**config.mk**
```make
export PLATFORM = sky130hd
export DESIGN_NAME = audio_peak_level_meter_core_flat
export DESIGN_NICKNAME = d
export VERILOG_FILES = /design/src/rtl/aplm_pkg.sv /design/src/rtl/aplm_if.sv /design/src/rtl/aplm_decode.sv /design/src/rtl/aplm_div.sv /design/src/rtl/audio_peak_level_meter_core.sv /design/src/flat_wrapper.sv
export SDC_FILE = /design/constraint.sdc
export NUM_CORES = 1
export LEC_CHECK = 0
export BUFFER_PORTS_ARGS = -buffer_cell sky130_fd_sc_hd__buf_2
export CORE_MARGIN = 3
export CORE_UTILIZATION = 60
export CTS_BUF_LIST = sky130_fd_sc_hd__clkbuf_4 sky130_fd_sc_hd__clkbuf_8
export DETAILED_ROUTE_END_ITERATION = 10
export PLACE_DENSITY_LB_ADDON = 0.12
export SLEW_MARGIN = 20
export SYNTH_ARGS = -nofsm -noshare
export SYNTH_HDL_FRONTEND = slang
export SYNTH_SLANG_ARGS = --single-unit
```
**constraint.sdc**
```tcl
create_clock -name clk -period 19.1 [get_ports clk]
set_clock_uncertainty 0.2 [all_clocks]
set_input_delay 4.775 -clock clk [delete_from_list [all_inputs] [get_ports clk]]
set_output_delay 4.775 -clock clk [all_outputs]
set_load 0.02 [all_outputs]
```
**src/rtl/aplm_pkg.sv**
```systemverilog
// shared types, codes and constants of the peak level meter
package aplm_pkg;

    localparam int LEVEL_FRACTION_BITS_DEF = 16;
    localparam int SAMPLE_W = 32;
    localparam int CFG_INDEX_W = 2;
    localparam int CFG_DATA_W = 32;

    // register indexes of the configuration port
    localparam logic [CFG_INDEX_W-1:0] REG_WIDTH_CODE = 2'd0;
    localparam logic [CFG_INDEX_W-1:0] REG_KIND       = 2'd1;
    localparam logic [CFG_INDEX_W-1:0] REG_BIG_ENDIAN = 2'd2;

    // container width codes
    localparam logic [1:0] WIDTH_8  = 2'd0;
    localparam logic [1:0] WIDTH_16 = 2'd1;
    localparam logic [1:0] WIDTH_32 = 2'd2;

    // sample kind codes
    localparam logic [1:0] KIND_SIGNED   = 2'd0;
    localparam logic [1:0] KIND_UNSIGNED = 2'd1;
    localparam logic [1:0] KIND_FLOAT    = 2'd2;

    localparam logic [31:0] FS_S8  = 32'd127;
    localparam logic [31:0] FS_U8  = 32'd255;
    localparam logic [31:0] FS_S16 = 32'd32767;
    localparam logic [31:0] FS_U16 = 32'd65535;
    localparam logic [31:0] FS_S32 = 32'h7fff_ffff;
    localparam logic [31:0] FS_U32 = 32'hffff_ffff;

    typedef struct packed {
        logic [1:0] width_code;
        logic [1:0] kind;
        logic       big_endian;
    } cfg_t;

    typedef struct packed {
        logic        start;
        logic [31:0] peak;
        logic [31:0] full_scale;
    } div_ctrl_t;

    typedef struct packed {
        logic busy;
        logic done;
    } div_stat_t;

endpackage

```
**src/rtl/aplm_if.sv**
```systemverilog
// channel interfaces: sample input, result output and configuration writes
interface aplm_in_if;
    logic        valid;
    logic        ready;
    logic [31:0] sample_bits;
    logic        last_in_buffer;

    modport source (output valid, output sample_bits, output last_in_buffer, input ready);
    modport sink (input valid, input sample_bits, input last_in_buffer, output ready);
endinterface

interface aplm_out_if #(
    parameter int LEVEL_FRACTION_BITS = aplm_pkg::LEVEL_FRACTION_BITS_DEF
);
    logic                         valid;
    logic                         ready;
    logic [31:0]                  peak_value;
    logic [LEVEL_FRACTION_BITS:0] level;

    modport source (output valid, output peak_value, output level, input ready);
    modport sink (input valid, input peak_value, input level, output ready);
endinterface

interface aplm_cfg_if;
    logic                                valid;
    logic                                ready;
    logic [aplm_pkg::CFG_INDEX_W-1:0]    index;
    logic [aplm_pkg::CFG_DATA_W-1:0]     data;

    modport source (output valid, output index, output data, input ready);
    modport sink (input valid, input index, input data, output ready);
endinterface

```
**src/rtl/aplm_decode.sv**
```systemverilog
// sample decoder: byte order, sign and float handling down to a magnitude
module aplm_decode (
    input  logic [31:0]    raw,
    input  aplm_pkg::cfg_t cfg,
    output logic [31:0]    magnitude,
    output logic [31:0]    full_scale
);
    logic [31:0] v;
    logic [31:0] float_mag;
    logic [7:0]  ex;
    logic [23:0] mant;

    always_comb
    begin
        unique case (cfg.width_code)
            aplm_pkg::WIDTH_8:  v = {24'd0, raw[7:0]};
            aplm_pkg::WIDTH_16: v = cfg.big_endian ? {16'd0, raw[7:0], raw[15:8]}
                                                   : {16'd0, raw[15:0]};
            default:            v = cfg.big_endian ? {raw[7:0], raw[15:8], raw[23:16], raw[31:24]}
                                                   : raw;
        endcase
    end

    // value times 2^31 is the mantissa shifted by exponent minus 119
    assign ex   = v[30:23];
    assign mant = {1'b1, v[22:0]};

    always_comb
    begin
        if (ex == 8'hff || ex >= 8'd128)
            float_mag = 32'hffff_ffff;
        else if (ex == 8'd0)
            float_mag = 32'd0;
        else if (ex >= 8'd119)
            float_mag = {8'd0, mant} << 4'(ex - 8'd119);
        else if (ex >= 8'd96)
            float_mag = {8'd0, mant >> 5'(8'd119 - ex)};
        else
            float_mag = 32'd0;
    end

    always_comb
    begin
        unique case (cfg.kind)
            aplm_pkg::KIND_UNSIGNED: magnitude = v;
            aplm_pkg::KIND_FLOAT:    magnitude = float_mag;
            default:
            begin
                unique case (cfg.width_code)
                    aplm_pkg::WIDTH_8:  magnitude = v[7]  ? {24'd0, 8'(~v[7:0] + 8'd1)} : v;
                    aplm_pkg::WIDTH_16: magnitude = v[15] ? {16'd0, 16'(~v[15:0] + 16'd1)} : v;
                    default:            magnitude = v[31] ? 32'(~v + 32'd1) : v;
                endcase
            end
        endcase
    end

    // zero marks a combination with no defined full scale
    always_comb
    begin
        full_scale = 32'd0;
        unique case (cfg.width_code)
            aplm_pkg::WIDTH_8:
            begin
                if (cfg.kind == aplm_pkg::KIND_SIGNED)        full_scale = aplm_pkg::FS_S8;
                else if (cfg.kind == aplm_pkg::KIND_UNSIGNED) full_scale = aplm_pkg::FS_U8;
            end
            aplm_pkg::WIDTH_16:
            begin
                if (cfg.kind == aplm_pkg::KIND_SIGNED)        full_scale = aplm_pkg::FS_S16;
                else if (cfg.kind == aplm_pkg::KIND_UNSIGNED) full_scale = aplm_pkg::FS_U16;
            end
            aplm_pkg::WIDTH_32:
            begin
                if (cfg.kind == aplm_pkg::KIND_SIGNED || cfg.kind == aplm_pkg::KIND_FLOAT)
                    full_scale = aplm_pkg::FS_S32;
                else if (cfg.kind == aplm_pkg::KIND_UNSIGNED)
                    full_scale = aplm_pkg::FS_U32;
            end
            default: full_scale = 32'd0;
        endcase
    end
endmodule

```
**src/rtl/aplm_div.sv**
```systemverilog
// level divider: folds the dividend onto a 2^n - 1 full scale, one fold per cycle
module aplm_div #(
    parameter int LEVEL_FRACTION_BITS = aplm_pkg::LEVEL_FRACTION_BITS_DEF
) (
    input  logic                         clk,
    input  logic                         rst_n,
    input  aplm_pkg::div_ctrl_t          ctrl,
    output aplm_pkg::div_stat_t          stat,
    output logic [LEVEL_FRACTION_BITS:0] quotient
);
    localparam int DVD_W = 32 + LEVEL_FRACTION_BITS;
    localparam int QUO_W = LEVEL_FRACTION_BITS + 1;

    logic [DVD_W-1:0]   rem_reg, rem_next;
    logic [31:0]        mask_reg, mask_next;
    logic [5:0]         shift_reg, shift_next;
    logic [QUO_W-1:0]   quo_reg, quo_next;
    logic               busy_reg, busy_next;
    logic               done_reg, done_next;
    logic [5:0]         start_shift;
    logic [DVD_W-1:0]   high_part;
    logic [DVD_W-1:0]   low_part;
    logic               above_mask;

    // every full scale is 2^n - 1, n picked from the format
    always_comb
    begin
        unique case (ctrl.full_scale)
            aplm_pkg::FS_S8:  start_shift = 6'd7;
            aplm_pkg::FS_U8:  start_shift = 6'd8;
            aplm_pkg::FS_S16: start_shift = 6'd15;
            aplm_pkg::FS_U16: start_shift = 6'd16;
            aplm_pkg::FS_S32: start_shift = 6'd31;
            default:          start_shift = 6'd32;
        endcase
    end

    assign high_part  = rem_reg >> shift_reg;
    assign low_part   = rem_reg & {{(DVD_W-32){1'b0}}, mask_reg};
    assign above_mask = (high_part != '0);

    always_comb
    begin
        rem_next   = rem_reg;
        mask_next  = mask_reg;
        shift_next = shift_reg;
        quo_next   = quo_reg;
        busy_next  = busy_reg;
        done_next  = 1'b0;
        if (ctrl.start)
        begin
            rem_next   = {ctrl.peak, LEVEL_FRACTION_BITS'(0)};
            mask_next  = ctrl.full_scale;
            shift_next = start_shift;
            quo_next   = '0;
            busy_next  = 1'b1;
        end
        else if (busy_reg)
        begin
            if (above_mask)
            begin
                // a*2^n + b equals a*(2^n - 1) + (a + b)
                rem_next = high_part + low_part;
                quo_next = quo_reg + QUO_W'(high_part);
            end
            else
            begin
                // remainder is at most the divisor here
                if (low_part[31:0] == mask_reg)
                    quo_next = quo_reg + QUO_W'(1);
                busy_next = 1'b0;
                done_next = 1'b1;
            end
        end
    end

    always_ff @(posedge clk or negedge rst_n)
    begin
        if (!rst_n)
        begin
            busy_reg <= 1'b0;
            done_reg <= 1'b0;
        end
        else
        begin
            busy_reg <= busy_next;
            done_reg <= done_next;
        end
    end

    always_ff @(posedge clk)
    begin
        rem_reg   <= rem_next;
        mask_reg  <= mask_next;
        shift_reg <= shift_next;
        quo_reg   <= quo_next;
    end

    assign stat.busy = busy_reg;
    assign stat.done = done_reg;
    assign quotient  = quo_reg;
endmodule

```
**src/rtl/audio_peak_level_meter_core.sv**
```systemverilog
// top level: configuration registers, peak tracking sequencer and output register
//
//  channel   role    payload                          transfer when
//  cfg       sink    index, data                      valid && ready (ready always high)
//  sample    sink    sample_bits, last_in_buffer      valid && ready
//  result    source  peak_value, level                valid && ready
//
//  an ordinary sample is captured, then decoded and compared with the running peak
//  a last sample of a supported format then runs the divider, which folds the clamped peak
//  down (8-bit formats the slowest), and the result is loaded once the result register is free
//  reset clears the registers to 16-bit signed little endian and the peak to zero
//  the result register holds while result.ready is low; the next sample is
//  still taken, and a later result waits for the register to empty
module audio_peak_level_meter_core #(
    parameter int LEVEL_FRACTION_BITS = aplm_pkg::LEVEL_FRACTION_BITS_DEF
) (
    input  logic         clk,
    input  logic         rst_n,
    aplm_cfg_if.sink     cfg,
    aplm_in_if.sink      sample,
    aplm_out_if.source   result
);
    typedef enum logic [2:0] {
        ST_IDLE = 3'b001,
        ST_PEAK = 3'b010,
        ST_DIV  = 3'b100
    } state_t;

    state_t                         state_reg, state_next;
    aplm_pkg::cfg_t                 cfg_reg, cfg_next;
    logic [31:0]                    raw_reg, raw_next;
    logic                           last_reg, last_next;
    logic [31:0]                    peak_reg, peak_next;
    logic [31:0]                    clamp_reg, clamp_next;
    logic                           out_valid_reg, out_valid_next;
    logic [31:0]                    out_peak_reg, out_peak_next;
    logic [LEVEL_FRACTION_BITS:0]   out_level_reg, out_level_next;

    logic [31:0]                    magnitude;
    logic [31:0]                    full_scale;
    logic [31:0]                    new_peak;
    logic [31:0]                    clamped;
    logic                           out_free;
    aplm_pkg::div_ctrl_t            div_ctrl;
    aplm_pkg::div_stat_t            div_stat;
    logic [LEVEL_FRACTION_BITS:0]   quotient;

    aplm_decode u_decode (
        .raw        (raw_reg),
        .cfg        (cfg_reg),
        .magnitude  (magnitude),
        .full_scale (full_scale)
    );

    aplm_div #(
        .LEVEL_FRACTION_BITS (LEVEL_FRACTION_BITS)
    ) u_div (
        .clk      (clk),
        .rst_n    (rst_n),
        .ctrl     (div_ctrl),
        .stat     (div_stat),
        .quotient (quotient)
    );

    assign cfg.ready = 1'b1;

    always_comb
    begin
        cfg_next = cfg_reg;
        if (cfg.valid)
        begin
            unique case (cfg.index)
                aplm_pkg::REG_WIDTH_CODE: cfg_next.width_code = cfg.data[1:0];
                aplm_pkg::REG_KIND:       cfg_next.kind       = cfg.data[1:0];
                aplm_pkg::REG_BIG_ENDIAN: cfg_next.big_endian = cfg.data[0];
                default: ;
            endcase
        end
    end

    assign sample.ready = (state_reg == ST_IDLE);
    assign out_free     = !out_valid_reg || result.ready;

    // unsupported formats leave the peak alone
    assign new_peak = (full_scale != 32'd0 && magnitude > peak_reg) ? magnitude : peak_reg;
    assign clamped  = (new_peak > full_scale) ? full_scale : new_peak;

    assign div_ctrl.start      = (state_reg == ST_PEAK) && last_reg && (full_scale != 32'd0);
    assign div_ctrl.peak       = clamped;
    assign div_ctrl.full_scale = full_scale;

    always_comb
    begin
        state_next     = state_reg;
        raw_next       = raw_reg;
        last_next      = last_reg;
        peak_next      = peak_reg;
        clamp_next     = clamp_reg;
        out_valid_next = out_valid_reg;
        out_peak_next  = out_peak_reg;
        out_level_next = out_level_reg;

        if (out_valid_reg && result.ready)
            out_valid_next = 1'b0;

        unique case (state_reg)
            ST_IDLE:
            begin
                if (sample.valid)
                begin
                    raw_next   = sample.sample_bits;
                    last_next  = sample.last_in_buffer;
                    state_next = ST_PEAK;
                end
            end
            ST_PEAK:
            begin
                if (last_reg)
                begin
                    peak_next  = 32'd0;
                    clamp_next = clamped;
                    state_next = (full_scale != 32'd0) ? ST_DIV : ST_IDLE;
                end
                else
                begin
                    peak_next  = new_peak;
                    state_next = ST_IDLE;
                end
            end
            ST_DIV:
            begin
                if (!div_stat.busy && out_free)
                begin
                    out_valid_next = 1'b1;
                    out_peak_next  = clamp_reg;
                    out_level_next = quotient;
                    state_next     = ST_IDLE;
                end
            end
            default: state_next = ST_IDLE;
        endcase
    end

    always_ff @(posedge clk or negedge rst_n)
    begin
        if (!rst_n)
        begin
            state_reg          <= ST_IDLE;
            cfg_reg.width_code <= aplm_pkg::WIDTH_16;
            cfg_reg.kind       <= aplm_pkg::KIND_SIGNED;
            cfg_reg.big_endian <= 1'b0;
            peak_reg           <= 32'd0;
            out_valid_reg      <= 1'b0;
        end
        else
        begin
            state_reg     <= state_next;
            cfg_reg       <= cfg_next;
            peak_reg      <= peak_next;
            out_valid_reg <= out_valid_next;
        end
    end

    always_ff @(posedge clk)
    begin
        raw_reg       <= raw_next;
        last_reg      <= last_next;
        clamp_reg     <= clamp_next;
        out_peak_reg  <= out_peak_next;
        out_level_reg <= out_level_next;
    end

    assign result.valid      = out_valid_reg;
    assign result.peak_value = out_peak_reg;
    assign result.level      = out_level_reg;

    // divider never runs while a new sample can be taken
    assert property (@(posedge clk) disable iff (!rst_n)
        sample.ready |-> !div_stat.busy)
        else $error("divider busy while sample channel is ready");

    // division finishes only while the sequencer waits for it
    assert property (@(posedge clk) disable iff (!rst_n)
        div_stat.done |-> state_reg == ST_DIV)
        else $error("division finished outside the divide state");

    // a clamped peak never gives a level above one
    assert property (@(posedge clk) disable iff (!rst_n)
        result.valid |-> result.level <= {1'b1, LEVEL_FRACTION_BITS'(0)})
        else $error("level above full scale");

    // the last sample of a buffer clears the running peak
    assert property (@(posedge clk) disable iff (!rst_n)
        (state_reg == ST_PEAK && last_reg) |=> peak_reg == 32'd0)
        else $error("running peak not cleared at end of buffer");

    // a pending result is never overwritten
    assert property (@(posedge clk) disable iff (!rst_n)
        (result.valid && !result.ready) |=> $stable(result.peak_value) && result.valid)
        else $error("pending result changed");
endmodule
```
**src/flat_wrapper.sv**
```systemverilog
// flat-port wrapper written by rule: the top's interface ports become plain ports
module audio_peak_level_meter_core_flat 
#(
    parameter int LEVEL_FRACTION_BITS = aplm_pkg::LEVEL_FRACTION_BITS_DEF
)
  (clk, rst_n, cfg_valid, cfg_index, cfg_data, cfg_ready, sample_valid, sample_sample_bits, sample_last_in_buffer, sample_ready, result_valid, result_peak_value, result_level, result_ready);
  aplm_cfg_if cfg_i ();
  aplm_in_if sample_i ();
  aplm_out_if #(.LEVEL_FRACTION_BITS(LEVEL_FRACTION_BITS)) result_i ();
  input  logic clk;
  input  logic rst_n;
  input wire logic [$bits(cfg_i.valid)-1:0] cfg_valid;
  input wire logic [$bits(cfg_i.index)-1:0] cfg_index;
  input wire logic [$bits(cfg_i.data)-1:0] cfg_data;
  output wire logic [$bits(cfg_i.ready)-1:0] cfg_ready;
  input wire logic [$bits(sample_i.valid)-1:0] sample_valid;
  input wire logic [$bits(sample_i.sample_bits)-1:0] sample_sample_bits;
  input wire logic [$bits(sample_i.last_in_buffer)-1:0] sample_last_in_buffer;
  output wire logic [$bits(sample_i.ready)-1:0] sample_ready;
  output wire logic [$bits(result_i.valid)-1:0] result_valid;
  output wire logic [$bits(result_i.peak_value)-1:0] result_peak_value;
  output wire logic [$bits(result_i.level)-1:0] result_level;
  input wire logic [$bits(result_i.ready)-1:0] result_ready;
  assign cfg_i.valid = cfg_valid;
  assign cfg_i.index = cfg_index;
  assign cfg_i.data = cfg_data;
  assign cfg_ready = cfg_i.ready;
  assign sample_i.valid = sample_valid;
  assign sample_i.sample_bits = sample_sample_bits;
  assign sample_i.last_in_buffer = sample_last_in_buffer;
  assign sample_ready = sample_i.ready;
  assign result_valid = result_i.valid;
  assign result_peak_value = result_i.peak_value;
  assign result_level = result_i.level;
  assign result_i.ready = result_ready;
  audio_peak_level_meter_core #(.LEVEL_FRACTION_BITS(LEVEL_FRACTION_BITS)) u_core (.clk(clk), .rst_n(rst_n), .cfg(cfg_i), .sample(sample_i), .result(result_i));
endmodule
```
# Yosys cells after proc, flatten, opt, wreduce, memory -nomap -nowiden
# Cells that the tools add are included.
[classes]
addsub = 8
n_lt_le_gt_ge = 5
n_eq_ne = 18
n_shift = 3
muxes = 39
bitwise_logic = 4
reduce_logical = 29
[op_table]
columns = ["cell", "n"]
rows = [
  ["two-way mux 32 bit", 12],
  ["one-hot mux 32 bit (2 select lines)", 3],
  ["two-way mux 48 bit", 3],
  ["one-hot mux 32 bit (3 select lines)", 1],
  ["> comparator 32 bit", 2],
  ["adder 48 bit", 1],
  ["bitwise AND 48 x 32 -> 48 bit", 1],
  ["two-way mux 16 bit", 3],
  ["nonzero test 48 bit", 1],
  ["right shift 48 x 6 -> 48 bit", 1],
  ["two-way mux 17 bit", 2],
  ["adder 32 x 1 -> 32 bit, second input constant", 1],
  ["== test 32 x 15 -> 1 bit, second input constant", 1],
  ["== test 32 x 16 -> 1 bit, second input constant", 1],
  ["== test 32 x 31 -> 1 bit, second input constant", 1],
  ["== test 32 bit", 1],
  ["== test 32 x 7 -> 1 bit, second input constant", 1],
  ["== test 32 x 8 -> 1 bit, second input constant", 1],
  ["inverter 32 bit", 1],
  ["nonzero test 32 bit", 1],
  ["left shift 24 x 4 -> 32 bit", 1],
  ["one-hot mux 6 bit (5 select lines)", 1],
  ["two-way mux 24 bit", 1],
  ["right shift 24 x 5 -> 24 bit", 1],
  ["29 further kinds", 63],
]
[totals]
reg_bits = 259
inputBits = 72
out_inout_bits = 52

# Longest topological paths before layout
[depth]
ltp_word = 15
depth_mapped = 44
depth_no_buf = 34

# Hierarchy
# From an unflattened synthesis, not the netlist that was laid out.
[unflattened]
hier_cells = 2483
area_unflattened_um2 = 23103.4
[modules_own_cells]
columns = ["module", "n_inst", "cells_each", "area_per_inst_um2"]
rows = [
  ["aplm_div", 1, 1020, 8956.1],
  ["audio_peak_level_meter_core", 1, 535, 7547.2],
  ["aplm_decode", 1, 928, 6600.1],
]

# Worst setup path before layout
# No wires, ideal clock.
[synth_path]
kind = "flip-flop to flip-flop"
startpoint = "reg u_core.cfg_reg[0] (netlist name)"
endpoint = "reg u_core.u_div.rem_reg[33] (data pin)"
arrival_time_ns = 8.777
required_ns = 18.638
slack_ns = 9.861
stages_incl_launch_ff = 44
path_buffers = 14
synth_period_minus_slack_ns = 9.239
path_cell_list = "dfrtp_1 > buf_6 > buf_4 > buf_2 > buf_2 > mux2_2 > nand2_1 > inv_1 > buf_1 > ha_1 > clkbuf_1 > clkbuf_1 > clkbuf_1 > clkbuf_1 > o211a_1 > nor3_1 > o21ai_0 > nand2_1 > (+8 left out) > clkbuf_1 > buf_1 > clkbuf_1 > nor2_1 > a21oi_1 > inv_1 > ha_1 > nand2_1 > nor2_1 > a2111oi_0 > o21ai_0 > a221oi_1 > o31a_1 > clkbuf_1 > clkbuf_1 > o21ai_0 > a21oi_1 > o22ai_1"
[synth_via]
elab_chain_len = 15
[synth_lines]
columns = ["element", "line_no", "text"]
rows = [
  ["start: declaration", "audio_peak_level_meter_core.sv:30", "aplm_pkg::cfg_t cfg_reg, cfg_next;"],
  ["start signal: assignment", "audio_peak_level_meter_core.sv:158", "cfg_reg <= cfg_next;"],
  ["two-way mux 32 bit", "aplm_decode.sv:19", "default: v = cfg.big_endian ? {raw[7:0], raw[15:8], raw[23:16], raw[31:24]}"],
  ["one-hot mux 32 bit (2 select lines) (*)", "aplm_decode.sv:15", "unique case (cfg.width_code)"],
  ["subtractor 5 bit", "aplm_decode.sv:37", "float_mag = {8'd0, mant >> 5'(8'd119 - ex)};"],
  ["right shift 24 x 5 -> 24 bit", "aplm_decode.sv:37", ""],
  ["two-way mux 24 bit", "aplm_decode.sv:36", "else if (ex >= 8'd96)"],
  ["two-way mux 32 bit", "aplm_decode.sv:34", "else if (ex >= 8'd119)"],
  ["two-way mux 32 bit", "aplm_decode.sv:32", "else if (ex == 8'd0)"],
  ["two-way mux 32 bit", "aplm_decode.sv:30", "if (ex == 8'hff || ex >= 8'd128)"],
  ["one-hot mux 32 bit (2 select lines) (*)", "aplm_decode.sv:44", "unique case (cfg.kind)"],
  ["> comparator 32 bit", "audio_peak_level_meter_core.sv:85", "assign new_peak = (full_scale != 32'd0 && magnitude > peak_reg) ? magnitude : peak_reg;"],
  ["logical AND 1 bit", "audio_peak_level_meter_core.sv:85", ""],
  ["two-way mux 32 bit (*)", "audio_peak_level_meter_core.sv:85", ""],
  ["> comparator 32 bit", "audio_peak_level_meter_core.sv:86", "assign clamped = (new_peak > full_scale) ? full_scale : new_peak;"],
  ["two-way mux 32 bit (*)", "audio_peak_level_meter_core.sv:86", ""],
  ["two-way mux 48 bit (*)", "aplm_div.sv:50", "if (ctrl.start)"],
  ["net u_core.u_div.rem_next[33]", "aplm_div.sv:14", "logic [DVD_W-1:0] rem_reg, rem_next;"],
  ["end signal: assignment", "aplm_div.sv:93", "rem_reg <= rem_next;"],
  ["end: declaration", "aplm_div.sv:14", ""],
]
# Mark *: on every way through the listed nets, which the timed path passes. The rest lies on a longest branch.
# A chain may end at the register's enable or synchronous reset.

# Final worst setup path
[layout_path]
startpoint = "reg u_core.raw_reg[23]"
endpoint = "reg u_core.u_div.rem_reg[42] (data pin)"
[layout_via]
elab_chain_len = 15
[layout_lines]
columns = ["element", "line_no", "text"]
rows = [
  ["start: declaration", "audio_peak_level_meter_core.sv:31", "logic [31:0] raw_reg, raw_next;"],
  ["start signal: assignment", "audio_peak_level_meter_core.sv:166", "raw_reg <= raw_next;"],
  ["two-way mux 32 bit (*)", "aplm_decode.sv:19", ""],
  ["one-hot mux 32 bit (2 select lines) (*)", "aplm_decode.sv:15", ""],
  ["subtractor 5 bit", "aplm_decode.sv:37", ""],
  ["right shift 24 x 5 -> 24 bit", "aplm_decode.sv:37", ""],
  ["two-way mux 24 bit", "aplm_decode.sv:36", ""],
  ["two-way mux 32 bit", "aplm_decode.sv:34", ""],
  ["two-way mux 32 bit", "aplm_decode.sv:32", ""],
  ["two-way mux 32 bit", "aplm_decode.sv:30", ""],
  ["one-hot mux 32 bit (2 select lines) (*)", "aplm_decode.sv:44", ""],
  ["> comparator 32 bit", "audio_peak_level_meter_core.sv:85", ""],
  ["logical AND 1 bit", "audio_peak_level_meter_core.sv:85", ""],
  ["two-way mux 32 bit (*)", "audio_peak_level_meter_core.sv:85", ""],
  ["> comparator 32 bit", "audio_peak_level_meter_core.sv:86", ""],
  ["two-way mux 32 bit (*)", "audio_peak_level_meter_core.sv:86", ""],
  ["two-way mux 48 bit (*)", "aplm_div.sv:50", ""],
  ["net u_core.u_div.rem_next[42]", "aplm_div.sv:14", ""],
]
# Marks and branches as above.

==> impl_metrics.json <==
{
  "p_comb_share_pct": 60.4,
  "ios": 124,
  "grt_max_degree": 70,
  "wire_per_inst_um": 29.3,
  "p_sw_uw": 1720,
  "maxCapViolCount": 0,
  "rsz0062_at_grt": "false",
  "wirelength_um": 85600,
  "fin_crit_sh_pct": 66.8,
  "critPathMaxFanout": 50,
  "area_growth_pct": 7.19,
  "numPortBuffers": 92,
  "numCtsBuffers": 40,
  "grt_pass1_wl_um": 128000,
  "drive_gt1_share_pct": 13.7,
  "tns_ns": 0,
  "synth_top_area_share_pct": 22.2,
  "synth_seq_cells": 231,
  "die-width_um": 193,
  "synthTopCellsByCount": "nor2_1, nand2_1, a21oi_1",
  "clockRootBuffer": "clkbuf_8",
  "yosys_warnings": 0,
  "cp-start-kind": "register",
  "nFillCells": 2743,
  "relSlewSlack_pct": 22.0,
  "worstMarginPinSlew_ns": 1.17,
  "largest_reg_flops": 48,
  "p_clk_share_pct": 14.0,
  "status": "finished clean",
  "dr.pass1.iters": 6,
  "period_minus_slack_ns": 12.75,
  "setup_viol": 0,
  "worstHoldPathType": "register to register",
  "syn_area_sq_um": 21100,
  "slowest_stage": "clkinv_1",
  "worstPathRequired_ns": 19.23,
  "p_int_uw": 1670,
  "cts_tree": "yes",
  "ir_drop_mv": 0.111,
  "synth_edf_count": 156,
  "die-area_sq_um": 37400,
  "ys.flop_type": "edfxtp_1",
  "slew_viol_final": 0,
  "clock_path_buffers": 3,
  "p_leak_uw": 0.00921,
  "synth.avg_cell_area_sq_um": 8.74,
  "critical_path.max_stage_delay_ns": 1.08,
  "multi_input_area_sq_um": 13600,
  "viasPerCell": 7.50,
  "cts_sinks": 231,
  "p_sw_share_pct": 50.7,
  "powerDensity_nw_per_um2": 150,
  "drc": 0,
  "yosysSeqAreaShare_pct": 30.4,
  "synth.top_cells.by_area": "edfxtp_1, ha_1, mux2i_1",
  "core_sq_um": 34500,
  "cp_data_arrival_time_ns": 12.88,
  "dpl.hpwl_um": 63200,
  "antenna_left": 0,
  "crit_type": "register to register",
  "synthArstFlopShare_pct": 18.2,
  "syn_nets": 2607,
  "routabilityCongestion": 1.05,
  "yosysMostFrequentCell": "nor2_1",
  "grt_util_all_layers_pct": 44.0,
  "cts_resized": 0,
  "synthCells": 2410,
  "clk_pin_slew_ns": 0.07,
  "cp-end-kind": "register",
  "vias": 21900,
  "row_count": 68,
  "nNetsFinal": 2634,
  "overflow": 0,
  "seqPwrFrac_pct": 25.6,
  "clk_latency_ns": 0.62,
  "hold_buffers": 0,
  "h-tree-depth": 2,
  "hold_violations": 0,
  "drt_iter0_markers": 3461,
  "ys_types": 107,
  "synth_top_area_cell": "edfxtp_1",
  "antenna_found_initial": 1,
  "postCtsSetupBuffers": 0,
  "grt_pass1_vias": 20900,
  "seq_area_sq_um": 6400,
  "start_util_pct": 61.0,
  "fmax_ghz": 0.0784,
  "die_y_um": 193,
  "whs_ns": 0.209
}
-- worst max-delay path, delay by kind of cell (launching register included) --
| family | cells | cell delay [ns] |
|---|---|---|
| DFF | 1 | 0.83 |
| muxes | 2 | 1.32 |
| buffers and inverters | 2 | 1.16 |
| and+or+nand+nor | 12 | 3.35 |
| AOI/OAI and AO/OA | 12 | 4.04 |
| adders and majority gates | 3 | 1.58 |
-- cells in the final DEF (no fill, tap or decap), types with 47 or more instances in the layout --
cell type	instances
nor2_1	212
nand2_1	182
a21oi_1	171
edfxtp_1	156
o21ai_0	137
ha_1	123
mux2i_1	106
inv_1	97
buf_2	91
nand3_1	51
and2_1	50
nor3_1	48
o22ai_1	47
-- stage by stage --
stage	setup WS, ns	utilization (%)	power, uW	instance area [sq um]	cells
2_1_floorplan	9.86	-	2160	21100	2410
3_3_place_gp	7.11	63.0	2720	21800	2850
3_5_place_dp	6.97	63.0	2790	21800	2850
4_1_cts	6.93	65.4	3280	22600	2924
5_1_grt	5.93	65.4	3540	22600	2924
6_report	6.35	65.4	3390	22600	2925
-- cells by family after synthesis --
kind of cell / synth area share (%)
AOI/OAI and AO/OA: 25.5
DFF: 30.4
adders and majority gates: 7.49
other: 0.0178
buffers and inverters: 5.20
muxes: 10.5
and+or+nand+nor: 18.2
xor gates and xnor gates: 2.78
-- layer usage --
metal / share of wire, % / GRT usage (%)
met3: 11 / 8.86
met4: 10 / 33.5
met2: 45 / 70.5
met1: 33 / 52.2
met5: 0 / 0
-- worst paths after layout --
kind,start,endpoint,slack [ns],cells past startpoint
worst max-delay path,u_core.raw_reg[23]$_DFFE_PP_,u_core.u_div.rem_reg[42]$_DFFE_PP_,6.35,31
worst min-delay path,u_core.clamp_reg[12]$_DFFE_PP_,u_core.result.peak_value[12]$_DFFE_PP_,0.21,0
worst max register to register,u_core.raw_reg[23]$_DFFE_PP_,u_core.u_div.rem_reg[42]$_DFFE_PP_,6.35,31
worst min register to register,u_core.clamp_reg[12]$_DFFE_PP_,u_core.result.peak_value[12]$_DFFE_PP_,0.21,0
max in group asynchronous,rst_n,u_core.cfg_reg[4]$_DFFE_PN0P_,14.25,1
min in group asynchronous,rst_n,u_core.peak_reg[14]$_DFFE_PN0N_,3.98,1
-- final cells by class --
cell class              instances  share of cell area [%]
well taps                     455                    2.52
multi-input cells            1925                    60.3
inverters                     104                    1.73
clock buffers                  55                    2.94
flip-flops and latches        231                    28.3
clock inverters                19                   0.715
repair buffers                135                    3.48
diodes                          1                  0.0111
-- power groups by stage --
stage	sequential [uW]	clock, uW	combinational (uW)
after floorplan	783	0	1370
after global placement	855	0	1860
after detailed placement	859	0	1930
after CTS	851	475	1960
after global routing	870	498	2170
final	867	474	2050
(Power assumes the default switching activity.)
